## config.mk

```make
export PLATFORM = sky130hd
export DESIGN_NAME = sorted_table_range_delete_flat
export DESIGN_NICKNAME = d
export VERILOG_FILES = /design/src/design/strd_pkg.sv /design/src/design/strd_in_if.sv /design/src/design/strd_out_if.sv /design/src/design/strd_cmp.sv /design/src/design/strd_seq.sv /design/src/design/sorted_table_range_delete.sv /design/src/flat_wrapper.sv
export SDC_FILE = /design/constraint.sdc
export NUM_CORES = 2
export LEC_CHECK = 0
export ABC_AREA = 1
export BUFFER_PORTS_ARGS = -buffer_cell sky130_fd_sc_hd__buf_2
export CORE_UTILIZATION = 45
export CTS_CLUSTER_DIAMETER = 30
export DETAILED_ROUTE_END_ITERATION = 8
export SLEW_MARGIN = 20
export SYNTH_ARGS = -nofsm -noshare
export SYNTH_HDL_FRONTEND = slang
export SYNTH_SLANG_ARGS = --single-unit
```

## constraint.sdc

```tcl
create_clock -name clk -period 6.5 [get_ports clk]
set_clock_uncertainty 0.15 [all_clocks]
set_input_delay 0.325 -clock clk [delete_from_list [all_inputs] [get_ports clk]]
set_output_delay 0.325 -clock clk [all_outputs]
set_load 0.005 [all_outputs]
```

## src/design/strd_pkg.sv

```systemverilog
// ----------------------------------------------------------------------------
// strd_pkg - shared types and constants for the sorted table block
// Action and status codes, sequencer states, and the result record that
// travels from the sequencer to the output stage.
// ----------------------------------------------------------------------------
package strd_pkg;

  localparam int CAPACITY_DEF = 64;
  localparam int DATA_W       = 32;
  localparam int COUNT_OUT_W  = 7;

  typedef logic signed [DATA_W-1:0] data_t;
  typedef logic [COUNT_OUT_W-1:0]   count_out_t;

  typedef enum logic [1:0] {
    ACT_INSERT = 2'd0,
    ACT_DELETE = 2'd1,
    ACT_CLEAR  = 2'd2
  } action_t;

  typedef enum logic [1:0] {
    STAT_DONE  = 2'd0,
    STAT_FULL  = 2'd1,
    STAT_RANGE = 2'd2
  } status_t;

  typedef enum logic [2:0] {
    ST_IDLE,
    ST_CHECK,
    ST_INS_RD,
    ST_INS_CMP,
    ST_INS_PUT,
    ST_DEL_RD,
    ST_DEL_CMP,
    ST_DONE
  } state_t;

  // compare unit verdict
  typedef struct packed {
    logic below;  // x < lo
    logic above;  // x > hi
  } cmp_res_t;

  typedef struct packed {
    logic [1:0] status;
    count_out_t removed_count;
    count_out_t entry_count;
    logic       is_empty;
    data_t      smallest;
    data_t      largest;
  } result_t;

endpackage

```

## src/design/strd_in_if.sv

```systemverilog
// ----------------------------------------------------------------------------
// strd_in_if - action channel of the sorted table block
// Valid/ready channel carrying one action with its operands.
// ----------------------------------------------------------------------------
interface strd_in_if;
  logic                valid;
  logic                ready;
  logic [1:0]          action;
  logic signed [31:0]  item_value;
  logic signed [31:0]  range_low;
  logic signed [31:0]  range_high;

  modport source (output valid, action, item_value, range_low, range_high, input ready);
  modport sink   (input valid, action, item_value, range_low, range_high, output ready);
endinterface

```

## src/design/strd_out_if.sv

```systemverilog
// ----------------------------------------------------------------------------
// strd_out_if - result channel of the sorted table block
// Valid/ready channel carrying one result per action.
// ----------------------------------------------------------------------------
interface strd_out_if;
  logic                valid;
  logic                ready;
  logic [1:0]          status;
  logic [6:0]          removed_count;
  logic [6:0]          entry_count;
  logic                is_empty;
  logic signed [31:0]  smallest;
  logic signed [31:0]  largest;

  modport source (output valid, status, removed_count, entry_count, is_empty,
                  smallest, largest, input ready);
  modport sink   (input valid, status, removed_count, entry_count, is_empty,
                  smallest, largest, output ready);
endinterface

```

## src/design/strd_cmp.sv

```systemverilog
// ----------------------------------------------------------------------------
// strd_cmp - shared signed compare unit
// Checks one operand against a lower and an upper bound.
// ----------------------------------------------------------------------------
module strd_cmp (
  input  strd_pkg::data_t    x,
  input  strd_pkg::data_t    lo,
  input  strd_pkg::data_t    hi,
  output strd_pkg::cmp_res_t res
);

  assign res.below = (x < lo);
  assign res.above = (x > hi);

endmodule

```

## src/design/strd_seq.sv

```systemverilog
// ----------------------------------------------------------------------------
// strd_seq - sequencer, table memory and bookkeeping
// Walks the table one entry at a time (read state, then compare state) for
// insert shifting and range-delete compaction, using the shared compare unit.
// ----------------------------------------------------------------------------
module strd_seq #(
  parameter int CAPACITY = strd_pkg::CAPACITY_DEF
) (
  input  logic               clk,
  input  logic               rst_n,
  strd_in_if.sink            in_chan,
  input  logic               out_free,
  output logic               res_push,
  output strd_pkg::result_t  res
);

  localparam int CNT_W = $clog2(CAPACITY + 1);
  localparam int AW    = $clog2(CAPACITY);

  strd_pkg::state_t  state_r, state_nxt;
  logic [1:0]        action_r, action_nxt;
  strd_pkg::data_t   value_r, value_nxt;
  strd_pkg::data_t   lo_r, lo_nxt;
  strd_pkg::data_t   hi_r, hi_nxt;
  logic [CNT_W-1:0]  count_r, count_nxt;
  logic [CNT_W-1:0]  idx_r, idx_nxt;
  logic [CNT_W-1:0]  wr_r, wr_nxt;
  logic [1:0]        status_r, status_nxt;
  logic [CNT_W-1:0]  removed_r, removed_nxt;
  strd_pkg::data_t   first_r, first_nxt;
  strd_pkg::data_t   last_r, last_nxt;

  strd_pkg::data_t   mem [CAPACITY];
  strd_pkg::data_t   rdata_r;

  logic              rd_en, wr_en;
  logic [AW-1:0]     rd_addr, wr_addr;
  strd_pkg::data_t   wr_data;

  strd_pkg::data_t   cmp_x, cmp_lo, cmp_hi;
  strd_pkg::cmp_res_t cmp;

  logic              in_xfer;
  logic [CNT_W-1:0]  idx_dec, idx_inc, wr_inc, kept_total;
  logic              full, keep, del_last;

  assign in_xfer    = in_chan.valid && in_chan.ready;
  assign idx_dec    = idx_r - CNT_W'(1);
  assign idx_inc    = idx_r + CNT_W'(1);
  assign wr_inc     = wr_r + CNT_W'(1);
  assign full       = (count_r == CNT_W'(CAPACITY));
  assign keep       = cmp.below || cmp.above;
  assign del_last   = (idx_inc == count_r);
  assign kept_total = keep ? wr_inc : wr_r;

  strd_cmp u_cmp (
    .x   (cmp_x),
    .lo  (cmp_lo),
    .hi  (cmp_hi),
    .res (cmp)
  );

  // table memory: one write and one registered read per cycle
  always_ff @(posedge clk) begin
    if (wr_en) begin
      mem[wr_addr] <= wr_data;
    end
    if (rd_en) begin
      rdata_r <= mem[rd_addr];
    end
  end

  // next state
  always_comb begin
    state_nxt = state_r;
    unique case (state_r)
      strd_pkg::ST_IDLE: begin
        if (in_xfer) state_nxt = strd_pkg::ST_CHECK;
      end
      strd_pkg::ST_CHECK: begin
        unique case (action_r)
          strd_pkg::ACT_INSERT: begin
            if (full) state_nxt = strd_pkg::ST_DONE;
            else if (count_r == '0) state_nxt = strd_pkg::ST_INS_PUT;
            else state_nxt = strd_pkg::ST_INS_RD;
          end
          strd_pkg::ACT_DELETE: begin
            if (cmp.above || count_r == '0) state_nxt = strd_pkg::ST_DONE;
            else state_nxt = strd_pkg::ST_DEL_RD;
          end
          default: state_nxt = strd_pkg::ST_DONE;
        endcase
      end
      strd_pkg::ST_INS_RD:  state_nxt = strd_pkg::ST_INS_CMP;
      strd_pkg::ST_INS_CMP: begin
        if (!cmp.above) state_nxt = strd_pkg::ST_DONE;
        else if (idx_r == CNT_W'(1)) state_nxt = strd_pkg::ST_INS_PUT;
        else state_nxt = strd_pkg::ST_INS_RD;
      end
      strd_pkg::ST_INS_PUT: state_nxt = strd_pkg::ST_DONE;
      strd_pkg::ST_DEL_RD:  state_nxt = strd_pkg::ST_DEL_CMP;
      strd_pkg::ST_DEL_CMP: begin
        if (del_last) state_nxt = strd_pkg::ST_DONE;
        else state_nxt = strd_pkg::ST_DEL_RD;
      end
      strd_pkg::ST_DONE: begin
        if (out_free) state_nxt = strd_pkg::ST_IDLE;
      end
      default: state_nxt = strd_pkg::ST_IDLE;
    endcase
  end

  // outputs: handshake, memory port, compare operands
  always_comb begin
    in_chan.ready = (state_r == strd_pkg::ST_IDLE);
    res_push      = (state_r == strd_pkg::ST_DONE) && out_free;
    rd_en         = 1'b0;
    rd_addr       = idx_r[AW-1:0];
    wr_en         = 1'b0;
    wr_addr       = idx_r[AW-1:0];
    wr_data       = value_r;
    cmp_x         = rdata_r;
    cmp_lo        = lo_r;
    cmp_hi        = hi_r;
    unique case (state_r)
      strd_pkg::ST_CHECK: begin
        cmp_x = lo_r;  // range sanity: low above high
      end
      strd_pkg::ST_INS_RD: begin
        rd_en   = 1'b1;
        rd_addr = idx_dec[AW-1:0];
      end
      strd_pkg::ST_INS_CMP: begin
        cmp_lo  = value_r;
        cmp_hi  = value_r;
        wr_en   = 1'b1;
        wr_data = cmp.above ? rdata_r : value_r;
      end
      strd_pkg::ST_INS_PUT: begin
        wr_en = 1'b1;
      end
      strd_pkg::ST_DEL_RD: begin
        rd_en = 1'b1;
      end
      strd_pkg::ST_DEL_CMP: begin
        wr_en   = keep;
        wr_addr = wr_r[AW-1:0];
        wr_data = rdata_r;
      end
      default: ;
    endcase
  end

  // datapath next values
  always_comb begin
    action_nxt  = action_r;
    value_nxt   = value_r;
    lo_nxt      = lo_r;
    hi_nxt      = hi_r;
    count_nxt   = count_r;
    idx_nxt     = idx_r;
    wr_nxt      = wr_r;
    status_nxt  = status_r;
    removed_nxt = removed_r;
    first_nxt   = first_r;
    last_nxt    = last_r;
    case (state_r)
      strd_pkg::ST_IDLE: begin
        if (in_xfer) begin
          action_nxt  = in_chan.action;
          value_nxt   = in_chan.item_value;
          lo_nxt      = in_chan.range_low;
          hi_nxt      = in_chan.range_high;
          status_nxt  = strd_pkg::STAT_DONE;
          removed_nxt = '0;
        end
      end
      strd_pkg::ST_CHECK: begin
        case (action_r)
          strd_pkg::ACT_INSERT: begin
            if (full) status_nxt = strd_pkg::STAT_FULL;
            else idx_nxt = count_r;
          end
          strd_pkg::ACT_DELETE: begin
            if (cmp.above) status_nxt = strd_pkg::STAT_RANGE;
            idx_nxt = '0;
            wr_nxt  = '0;
          end
          strd_pkg::ACT_CLEAR: begin
            removed_nxt = count_r;
            count_nxt   = '0;
          end
          default: ;
        endcase
      end
      strd_pkg::ST_INS_CMP, strd_pkg::ST_INS_PUT: begin
        if (state_r == strd_pkg::ST_INS_CMP && cmp.above) begin
          idx_nxt = idx_dec;
        end else begin
          // new value lands at idx_r
          if (idx_r == '0) first_nxt = value_r;
          if (idx_r == count_r) last_nxt = value_r;
          count_nxt = count_r + CNT_W'(1);
        end
      end
      strd_pkg::ST_DEL_CMP: begin
        if (keep) begin
          if (wr_r == '0) first_nxt = rdata_r;
          last_nxt = rdata_r;
          wr_nxt   = wr_inc;
        end
        idx_nxt = idx_inc;
        if (del_last) begin
          count_nxt   = kept_total;
          removed_nxt = count_r - kept_total;
        end
      end
      default: ;
    endcase
  end

  always_ff @(posedge clk) begin
    if (!rst_n) begin
      state_r <= strd_pkg::ST_IDLE;
      count_r <= '0;
    end else begin
      state_r <= state_nxt;
      count_r <= count_nxt;
    end
  end

  always_ff @(posedge clk) begin
    action_r  <= action_nxt;
    value_r   <= value_nxt;
    lo_r      <= lo_nxt;
    hi_r      <= hi_nxt;
    idx_r     <= idx_nxt;
    wr_r      <= wr_nxt;
    status_r  <= status_nxt;
    removed_r <= removed_nxt;
    first_r   <= first_nxt;
    last_r    <= last_nxt;
  end

  always_comb begin
    res.status        = status_r;
    res.removed_count = strd_pkg::count_out_t'(removed_r);
    res.entry_count   = strd_pkg::count_out_t'(count_r);
    res.is_empty      = (count_r == '0);
    res.smallest      = (count_r == '0) ? '0 : first_r;
    res.largest       = (count_r == '0) ? '0 : last_r;
  end

endmodule

```

## src/design/sorted_table_range_delete.sv

```systemverilog
// ----------------------------------------------------------------------------
// sorted_table_range_delete - ascending sorted table with range delete
// Keeps up to CAPACITY signed Q24.8 values in order; insert, inclusive
// range delete and clear, one result per action.
// ----------------------------------------------------------------------------
//
//  channel   dir  handshake              payload
//  in_chan   in   valid/ready            action, item_value, range_low, range_high
//  out_chan  out  valid/ready            status, removed_count, entry_count,
//                                        is_empty, smallest, largest
//
// Sequencing: one action is worked at a time. Insert reads entries from the
// top down through the table memory and the compare unit, shifting each one
// above the new value up one place, then writes the new value; range delete
// reads every entry held and compacts the kept ones; clear, refused and
// unused actions go straight to the result. The longest action is a range
// delete on a full table.
// Reset: synchronous, clears the sequencer, the entry count and the output
// valid only; the table memory is never cleared, entries at or above the
// count are not read.
// Stalls: the result sits in an output register, so the next action is
// taken while the previous result waits for its transfer.
// ----------------------------------------------------------------------------
module sorted_table_range_delete #(
  parameter int CAPACITY = strd_pkg::CAPACITY_DEF
) (
  input  logic        clk,
  input  logic        rst_n,
  strd_in_if.sink     in_chan,
  strd_out_if.source  out_chan
);

  logic               out_valid_r, out_valid_nxt;
  strd_pkg::result_t  out_res_r;
  strd_pkg::result_t  seq_res;
  logic               seq_push;
  logic               out_free;

  // output register free when empty or draining this cycle
  assign out_free = !out_valid_r || out_chan.ready;

  strd_seq #(
    .CAPACITY (CAPACITY)
  ) u_seq (
    .clk      (clk),
    .rst_n    (rst_n),
    .in_chan  (in_chan),
    .out_free (out_free),
    .res_push (seq_push),
    .res      (seq_res)
  );

  always_comb begin
    out_valid_nxt = out_valid_r;
    if (seq_push) out_valid_nxt = 1'b1;
    else if (out_chan.ready) out_valid_nxt = 1'b0;
  end

  always_ff @(posedge clk) begin
    if (!rst_n) begin
      out_valid_r <= 1'b0;
    end else begin
      out_valid_r <= out_valid_nxt;
    end
  end

  always_ff @(posedge clk) begin
    if (seq_push) begin
      out_res_r <= seq_res;
    end
  end

  assign out_chan.valid         = out_valid_r;
  assign out_chan.status        = out_res_r.status;
  assign out_chan.removed_count = out_res_r.removed_count;
  assign out_chan.entry_count   = out_res_r.entry_count;
  assign out_chan.is_empty      = out_res_r.is_empty;
  assign out_chan.smallest      = out_res_r.smallest;
  assign out_chan.largest       = out_res_r.largest;

`ifndef SYNTHESIS
  // block goes busy right after taking an action
  a_busy_after_take: assert property (@(posedge clk) disable iff (!rst_n)
    (in_chan.valid && in_chan.ready) |=> !in_chan.ready)
    else $error("input ready right after a transfer");

  // a result is only loaded into a free output register
  a_push_free: assert property (@(posedge clk) disable iff (!rst_n)
    seq_push |-> (!out_valid_r || out_chan.ready))
    else $error("result overwrote a pending transfer");

  // refused actions remove nothing
  a_refused_none: assert property (@(posedge clk) disable iff (!rst_n)
    (out_chan.valid && out_chan.status != strd_pkg::STAT_DONE)
      |-> (out_chan.removed_count == '0))
    else $error("refused action reports removals");

  // empty table reports zero extremes
  a_empty_zero: assert property (@(posedge clk) disable iff (!rst_n)
    (out_chan.valid && out_chan.is_empty)
      |-> (out_chan.smallest == '0 && out_chan.largest == '0))
    else $error("empty table with nonzero extremes");
`endif

endmodule

```

## src/flat_wrapper.sv

```systemverilog
// flat-port wrapper written by rule: the top's interface ports become plain ports
module sorted_table_range_delete_flat 
#(
  parameter int CAPACITY = strd_pkg::CAPACITY_DEF
)
  (clk, rst_n, in_chan_valid, in_chan_action, in_chan_item_value, in_chan_range_low, in_chan_range_high, in_chan_ready, out_chan_valid, out_chan_status, out_chan_removed_count, out_chan_entry_count, out_chan_is_empty, out_chan_smallest, out_chan_largest, out_chan_ready);
  strd_in_if in_chan_i ();
  strd_out_if out_chan_i ();
  input  logic clk;
  input  logic rst_n;
  input wire logic [$bits(in_chan_i.valid)-1:0] in_chan_valid;
  input wire logic [$bits(in_chan_i.action)-1:0] in_chan_action;
  input wire logic [$bits(in_chan_i.item_value)-1:0] in_chan_item_value;
  input wire logic [$bits(in_chan_i.range_low)-1:0] in_chan_range_low;
  input wire logic [$bits(in_chan_i.range_high)-1:0] in_chan_range_high;
  output wire logic [$bits(in_chan_i.ready)-1:0] in_chan_ready;
  output wire logic [$bits(out_chan_i.valid)-1:0] out_chan_valid;
  output wire logic [$bits(out_chan_i.status)-1:0] out_chan_status;
  output wire logic [$bits(out_chan_i.removed_count)-1:0] out_chan_removed_count;
  output wire logic [$bits(out_chan_i.entry_count)-1:0] out_chan_entry_count;
  output wire logic [$bits(out_chan_i.is_empty)-1:0] out_chan_is_empty;
  output wire logic [$bits(out_chan_i.smallest)-1:0] out_chan_smallest;
  output wire logic [$bits(out_chan_i.largest)-1:0] out_chan_largest;
  input wire logic [$bits(out_chan_i.ready)-1:0] out_chan_ready;
  assign in_chan_i.valid = in_chan_valid;
  assign in_chan_i.action = in_chan_action;
  assign in_chan_i.item_value = in_chan_item_value;
  assign in_chan_i.range_low = in_chan_range_low;
  assign in_chan_i.range_high = in_chan_range_high;
  assign in_chan_ready = in_chan_i.ready;
  assign out_chan_valid = out_chan_i.valid;
  assign out_chan_status = out_chan_i.status;
  assign out_chan_removed_count = out_chan_i.removed_count;
  assign out_chan_entry_count = out_chan_i.entry_count;
  assign out_chan_is_empty = out_chan_i.is_empty;
  assign out_chan_smallest = out_chan_i.smallest;
  assign out_chan_largest = out_chan_i.largest;
  assign out_chan_i.ready = out_chan_ready;
  sorted_table_range_delete #(.CAPACITY(CAPACITY)) u_core (.clk(clk), .rst_n(rst_n), .in_chan(in_chan_i), .out_chan(out_chan_i));
endmodule
```

### Yosys cells after proc, flatten, opt, wreduce, memory -nomap -nowiden

Memories as Yosys holds them, arrays and structs flattened. A register that Yosys moved wholly into a read port is not among the register bits.
Cells that the tools add are included.

* register bits: 277
* RAM bits: 2048
* bits of input ports: 102
* output and inout bits: 83
* logic and storage cells: 136
* memories kept: 1

Memory list
* u_core.u_seq.mem: words 64, bits a word 32, read ports 1, clocked after memory_dff 1, write ports 1, line strd_seq.sv:33 `strd_pkg::data_t mem [CAPACITY];`

* add/subtract/negate cells: 5
* magnitude comparators: 2
* eq/ne operators: 28
* multiplexer cells: 52
* reduce and logical (&&, ||, !) cells: 29

Operators with widths (number)
* 32-bit two-way mux: 11
* 32-bit case mux with 2 select lines: 3
* 7-bit two-way mux: 10
* 7-bit case mux with 3 select lines: 3
* 32-bit greater-than comparator: 1
* 32-bit < comparator: 1
* 7-bit case mux with 2 select lines: 2
* 3-bit case mux with 8 select lines: 1
* 7-bit by 1-bit adder with 7-bit output, second input constant: 3
* 7-bit logical NOT: 3
* 3-bit two-way mux: 6
* 4-bit AND reduction: 4
* 7-bit equality test: 2
* 3-bit equality test, second input constant: 4
* 6-bit two-way mux: 2
* 2-bit inequality test, second input constant: 6
* 2-bit two-way mux: 5
* 2-bit by 1-bit inequality test with 1-bit output, second input constant: 5
* 5-bit AND reduction: 2
* 3-bit inequality test, second input constant: 3
* 2-bit case mux with 2 select lines: 2
* 2-bit nonzero test: 4
* 7-bit by 1-bit equality test with 1-bit output, second input constant: 1
* 7-bit equality test, second input constant: 1
* other kinds (18): 31

### Depth between registers and ports, before layout

* depth after elaboration: 8
* gate-level depth with buffers: 37
* gate-level depth less buffers: 35

### Cells and area by module

From an unflattened synthesis, not the netlist that was laid out.

* cell total of the unflattened synthesis: 9856
* area total of the unflattened synthesis: 103792.0 µm²

By module, submodules not included
* strd_seq: instances 1, cells an instance 9489, area an instance 99596.8 µm², sequential area each 68215.4 µm²
* sorted_table_range_delete: instances 1, cells an instance 87, area an instance 2478.6 µm², sequential area each 2452.4 µm²
* strd_cmp: instances 1, cells an instance 280, area an instance 1716.6 µm², sequential area each 0.0 µm²

### Worst setup path after synthesis

No wires, ideal clock.

* path type: flip-flop to flip-flop
* start: register u_core.u_seq.state_r[1]
* end: register u_core.out_res_r, in the netlist u_core.out_chan.entry_count[0], enable pin
* setup time: 0.620 ns
* arrival time: 6.042 ns
* data required time: 5.730 ns
* setup slack: -0.312 ns
* stages on the path, launching flop included: 3
* path buffers: 0
* clock period less this slack: 6.812 ns
* path through: dfxtp_1 -> nand2_1 -> nor3_1

* word-level cells in the longest chain between the ends: 2

RTL lines
* from (decl): line strd_seq.sv:20 `strd_pkg::state_t state_r, state_nxt;`
* from (signal assigned): line strd_seq.sv:224 `state_r <= strd_pkg::ST_IDLE;`
* from (signal assigned): line strd_seq.sv:227 `state_r <= state_nxt;`
* 3-bit equality test: line strd_seq.sv:116 `res_push = (state_r == strd_pkg::ST_DONE) && out_free;`
* 1-bit logical AND: line strd_seq.sv:116
* to (signal assigned): line sorted_table_range_delete.sv:69 `out_res_r <= seq_res;`
* to (decl): line sorted_table_range_delete.sv:34 `strd_pkg::result_t out_res_r;`

No other way between the ends.
A chain may end at the register's enable or synchronous reset.

### Worst setup path after layout

* start: register u_core.u_seq.state_r[2]
* end: memory u_core.u_seq.mem[26][22] (netlist name), data pin

* word-level cells in the longest chain between the ends: 5
* elaborated cells on any way between the ends: 8
* those cells by class: order compare: 1; eq/ne: 3; mux: 4

RTL lines
* 3-bit by 1-bit equality test with 1-bit output / 3-bit by 2-bit equality test with 1-bit output (equally long branches): line strd_seq.sv:125 `unique case (state_r)`
* 32-bit two-way mux: line strd_seq.sv:125
* 32-bit greater-than comparator: line strd_cmp.sv:13 `assign res.above = (x > hi);`
* 32-bit two-way mux: line strd_seq.sv:137 `wr_data = cmp.above ? rdata_r : value_r;`
* 32-bit case mux with 2 select lines (*): line strd_seq.sv:125
* net u_core.u_seq.wr_data[22]: line strd_seq.sv:38 `strd_pkg::data_t wr_data;`
* to (decl): line strd_seq.sv:33

The timed path passes the listed nets; every way through them passes the cells marked *.

==> results_dict.tcl <==
set metrics [dict create \
    worstPathMaxFanout 35 \
    grt_max_degree 203 \
    grt_first_pass_wirelength_um 421000 \
    min_to "u_core.u_seq.state_r[2]$_SDFFE_PN0P_" \
    grt_pass1_vias 62870 \
    netlist_instances 7293 \
    grt_overflow 0 \
    rsz0062_at_grt "no" \
    p_leak_nw 39.85 \
    cts_buffers 443 \
    pwr-share-comb_pct 36.3 \
    min_period_ns 5.870 \
    drive_above_1_share_pct 15.51 \
    num_vias 65150 \
    initial_utilization_pct 45.41 \
    wl_per_cell_um 26.34 \
    final_cells 11040 \
    syn_avg_cell_area_um2 12.92 \
    hold_violations 0 \
    sw_frac_of_total_pct 39.04 \
    min_from "rst_n" \
    outcome "completed" \
    clkLatencyLatePin_ns 0.98 \
    port_buffers 184 \
    synthFlopType "edfxtp_1" \
    reg2reg_to "u_core.u_seq.mem[26][22]$_DFFE_PP_" \
    via_per_inst 5.899 \
    irDropWorstVdd_mv 0.5508 \
    holdPathStages 4 \
    post_cts_buffers 0 \
    setup_viol 0 \
    seqPwrFrac_pct 29.2 \
    die_area_um2 211200 \
    p_clk_share_pct 34.5 \
    final_nets 8062 \
    core-area_um2 207500 \
    ant_nets 0 \
    io_pins 185 \
    antenna_found_initial 12 \
    drv_slew 0 \
    final_cell_mix "edfxtp_1 (2346), nor2_1 (1385), o21ai_0 (1380)" \
    tightest_slew_ns 1.235 \
    critPathRequiredTime_ns 7.02 \
    layout_commonest_cell "edfxtp_1" \
    maxCapViolations 0 \
    wl_um 290900 \
    num_rows 167 \
    synth-edff-count 2346 \
    die_h_um 459.6 \
    dp.cells 10030 \
    drcViolationCount 0 \
    clockBufferDepth 4 \
    critPathArrivalTime_ns 6.39 \
    syn_nets 7465 \
    ys_async_sr_fraction_pct 0 \
    r2r-start "u_core.u_seq.state_r[2]$_SDFFE_PN0P_" \
    fin_crit_sh_pct 90.31 \
    drt_pass1_iterations 9 \
    tns_ns 0 \
    ys_seq_area_share_pct 75.01 \
    min_path_type "in2reg" \
    root_buffer "clkbuf_16" \
    ys_types 45 \
    gp_congestion 0.8874 \
    rrSetupSlack_ns 0.63 \
    clk_pin_slew_ns 0.04 \
    slew_headroom_pct 17.08 \
    grtUsageTotal_pct 27.03 \
    power_switching_mw 26.41 \
    yosys_warnings 0 \
    synth_seq_cells 2357 \
    syn_to_final_growth_pct 24.89 \
    cts_tree "yes" \
    critPathKind "reg2reg" \
    pwr_density_cell_nw_per_um2 574.8 \
    rr_worst_depth 18 \
    cts.sinks 2357 \
    start_kind "flop" \
    power.internal_mw 41.22 \
    netlist_area_um2 94210 \
    end_kind "flop" \
    dpl.hpwl_um 164900 \
    dieWidth_um 459.6 \
    max_freq_ghz 0.1704 \
    drtIter0Drc 8235 \
    cts_htree_levels 5 \
]
[cell type report]
cell class | instances | area [um^2]
diodes | 5 | 12.51
clock buffers | 487 | 11410
clock inverters | 319 | 3861
fillers | 16200 | 89820
inverters | 201 | 782.0
multi-input cells | 4242 | 21810
flip-flops and latches | 2357 | 70670
well taps | 2788 | 3488
repair buffers | 645 | 5633
[synthesized netlist by cell type (2+ instances only)]
cell	instances	area share, %
nor3_1	20	0.11
inv_1	197	0.78
o21a_1	5	0.040
o22ai_1	511	3.4
a221oi_1	5	0.046
buf_1	16	0.064
a2111oi_0	2	0.019
nand2_1	385	1.5
o311ai_0	2	0.019
o21bai_1	3	0.024
clkbuf_1	421	1.7
inv_2	2	0.0080
a31oi_1	8	0.053
o221ai_1	133	1.2
xor2_1	18	0.17
o211ai_1	4	0.032
buf_2	54	0.29
a21oi_1	40	0.21
xnor2_1	3	0.028
clkinv_1	2	0.0080
a311oi_1	2	0.019
nor2_1	1444	5.8
a211oi_1	8	0.064
nor4_1	4	0.027
edfxtp_1	2346	75
o21ai_0	1417	7.5
nand3_1	125	0.66
dfxtp_1	11	0.23
o21ai_1	5	0.027
buf_4	2	0.016
nand4_1	15	0.10
ha_1	70	0.93
[routing by layer]
| metal | GRT usage [%] | vias up | share of wire [%] |
|---|---|---|---|
| li1 | - | 28510 | - |
| met1 | 36.58 | 32750 | 40 |
| met2 | 42.36 | 3313 | 47 |
| met3 | 5.558 | 576 | 9.2 |
| met4 | 11.67 | 6 | 4.2 |
| met5 | 0 | - | 0.016 |
[how the worst max path moves through the flow]
stage,from,end,slack [ns],cells after the start
final,u_core.u_seq.state_r[2]$_SDFFE_PN0P_,u_core.u_seq.mem[26][22]$_DFFE_PP_,0.63,18
after global routing,u_core.u_seq.state_r[0]$_SDFFE_PN0P_,u_core.u_seq.mem[57][22]$_DFFE_PP_,0.36,19
after CTS,u_core.u_seq.state_r[2]$_SDFFE_PN0P_,u_core.u_seq.mem[57][22]$_DFFE_PP_,0.78,18
after detailed placement,u_core.u_seq.state_r[2]$_SDFFE_PN0P_,u_core.u_seq.mem[29][22]$_DFFE_PP_,0.83,18
after global placement,u_core.u_seq.state_r[2]$_SDFFE_PN0P_,u_core.u_seq.mem[28][2]$_DFFE_PP_,0.89,22
after floorplan,u_core.u_seq.state_r[1]$_SDFFE_PN0P_,u_core.out_chan.entry_count[0]$_DFFE_PP_,-0.31,2
[sequential cells by signal (all words and copies together), names as in the netlist, 32 cells and up]
register	cells
u_core.u_seq.rdata_r	32
u_core.u_seq.hi_r	32
u_core.u_seq.last_r	32
u_core.out_chan.smallest	32
u_core.out_chan.largest	32
u_core.u_seq.value_r	32
u_core.u_seq.mem	2048
u_core.u_seq.lo_r	32
u_core.u_seq.first_r	32
[power by group through the flow]
stage	sequential, mW	combinational [mW]	clock (mW)
after floorplan	20.0	13.2	0
after global placement	20.0	23.6	0
after detailed placement	20.0	23.9	0
after CTS	19.8	24.1	23.5
after global routing	19.8	26.1	24.2
final	19.8	24.5	23.3
[what timing repair did]
action,4_1_cts,5_1_grt
resized for setup,0,0
endpoints found under the hold margin,164,0
hold buffers,200,0
[cell families (layout without fill, tap and decap cells)]
kind of cell / after synthesis / after routing / share of synthesized area [%]
flip-flops: 2357 / 2357 / 75.01
AO/OA/AOI/OAI: 2151 / 2151 / 12.78
AND/OR/NAND/NOR: 2000 / 2000 / 8.243
buffers and inverters: 694 / 1652 / 2.845
adder cells (fa/ha/maj): 70 / 70 / 0.9297
XOR/XNOR: 21 / 21 / 0.1952
other: 0 / 5 / 0
[metrics by stage]
stage / hold slack, ns / setup slack (ns) / power [mW] / instance area [um^2] / utilization, %
final: 0.1493 / 0.6299 / 67.63 / 117700 / 56.71
after CTS: 0.04885 / 0.7813 / 67.33 / 117700 / 56.70
after detailed placement: 0.2584 / 0.8263 / 43.93 / 100400 / 48.38
after floorplan: 0.2503 / -0.3121 / 33.21 / 94220 / -
after global placement: 0.2508 / 0.8896 / 43.65 / 100200 / 48.31
after global routing: 0.1148 / 0.3597 / 70.09 / 117700 / 56.70
[worst max-delay path, stage by stage (launching register included)]
cell and delay (ns):
dfxtp_1 0.46, nor2_2 0.12, nand2_1 0.10, clkinv_1 0.50, buf_12 0.38, nand2_1 0.07, nand2_1 0.07, ha_1 0.30
a21oi_1 0.16, nor2_1 0.06, nor4_1 0.47, nand2_1 0.12, nand2_1 0.13, nand3_1 0.11, nand4_1 0.26, nand2_4 0.28
buf_12 0.28, o21ai_4 0.90, buf_4 0.61
Power figures use the tool's default switching activity.
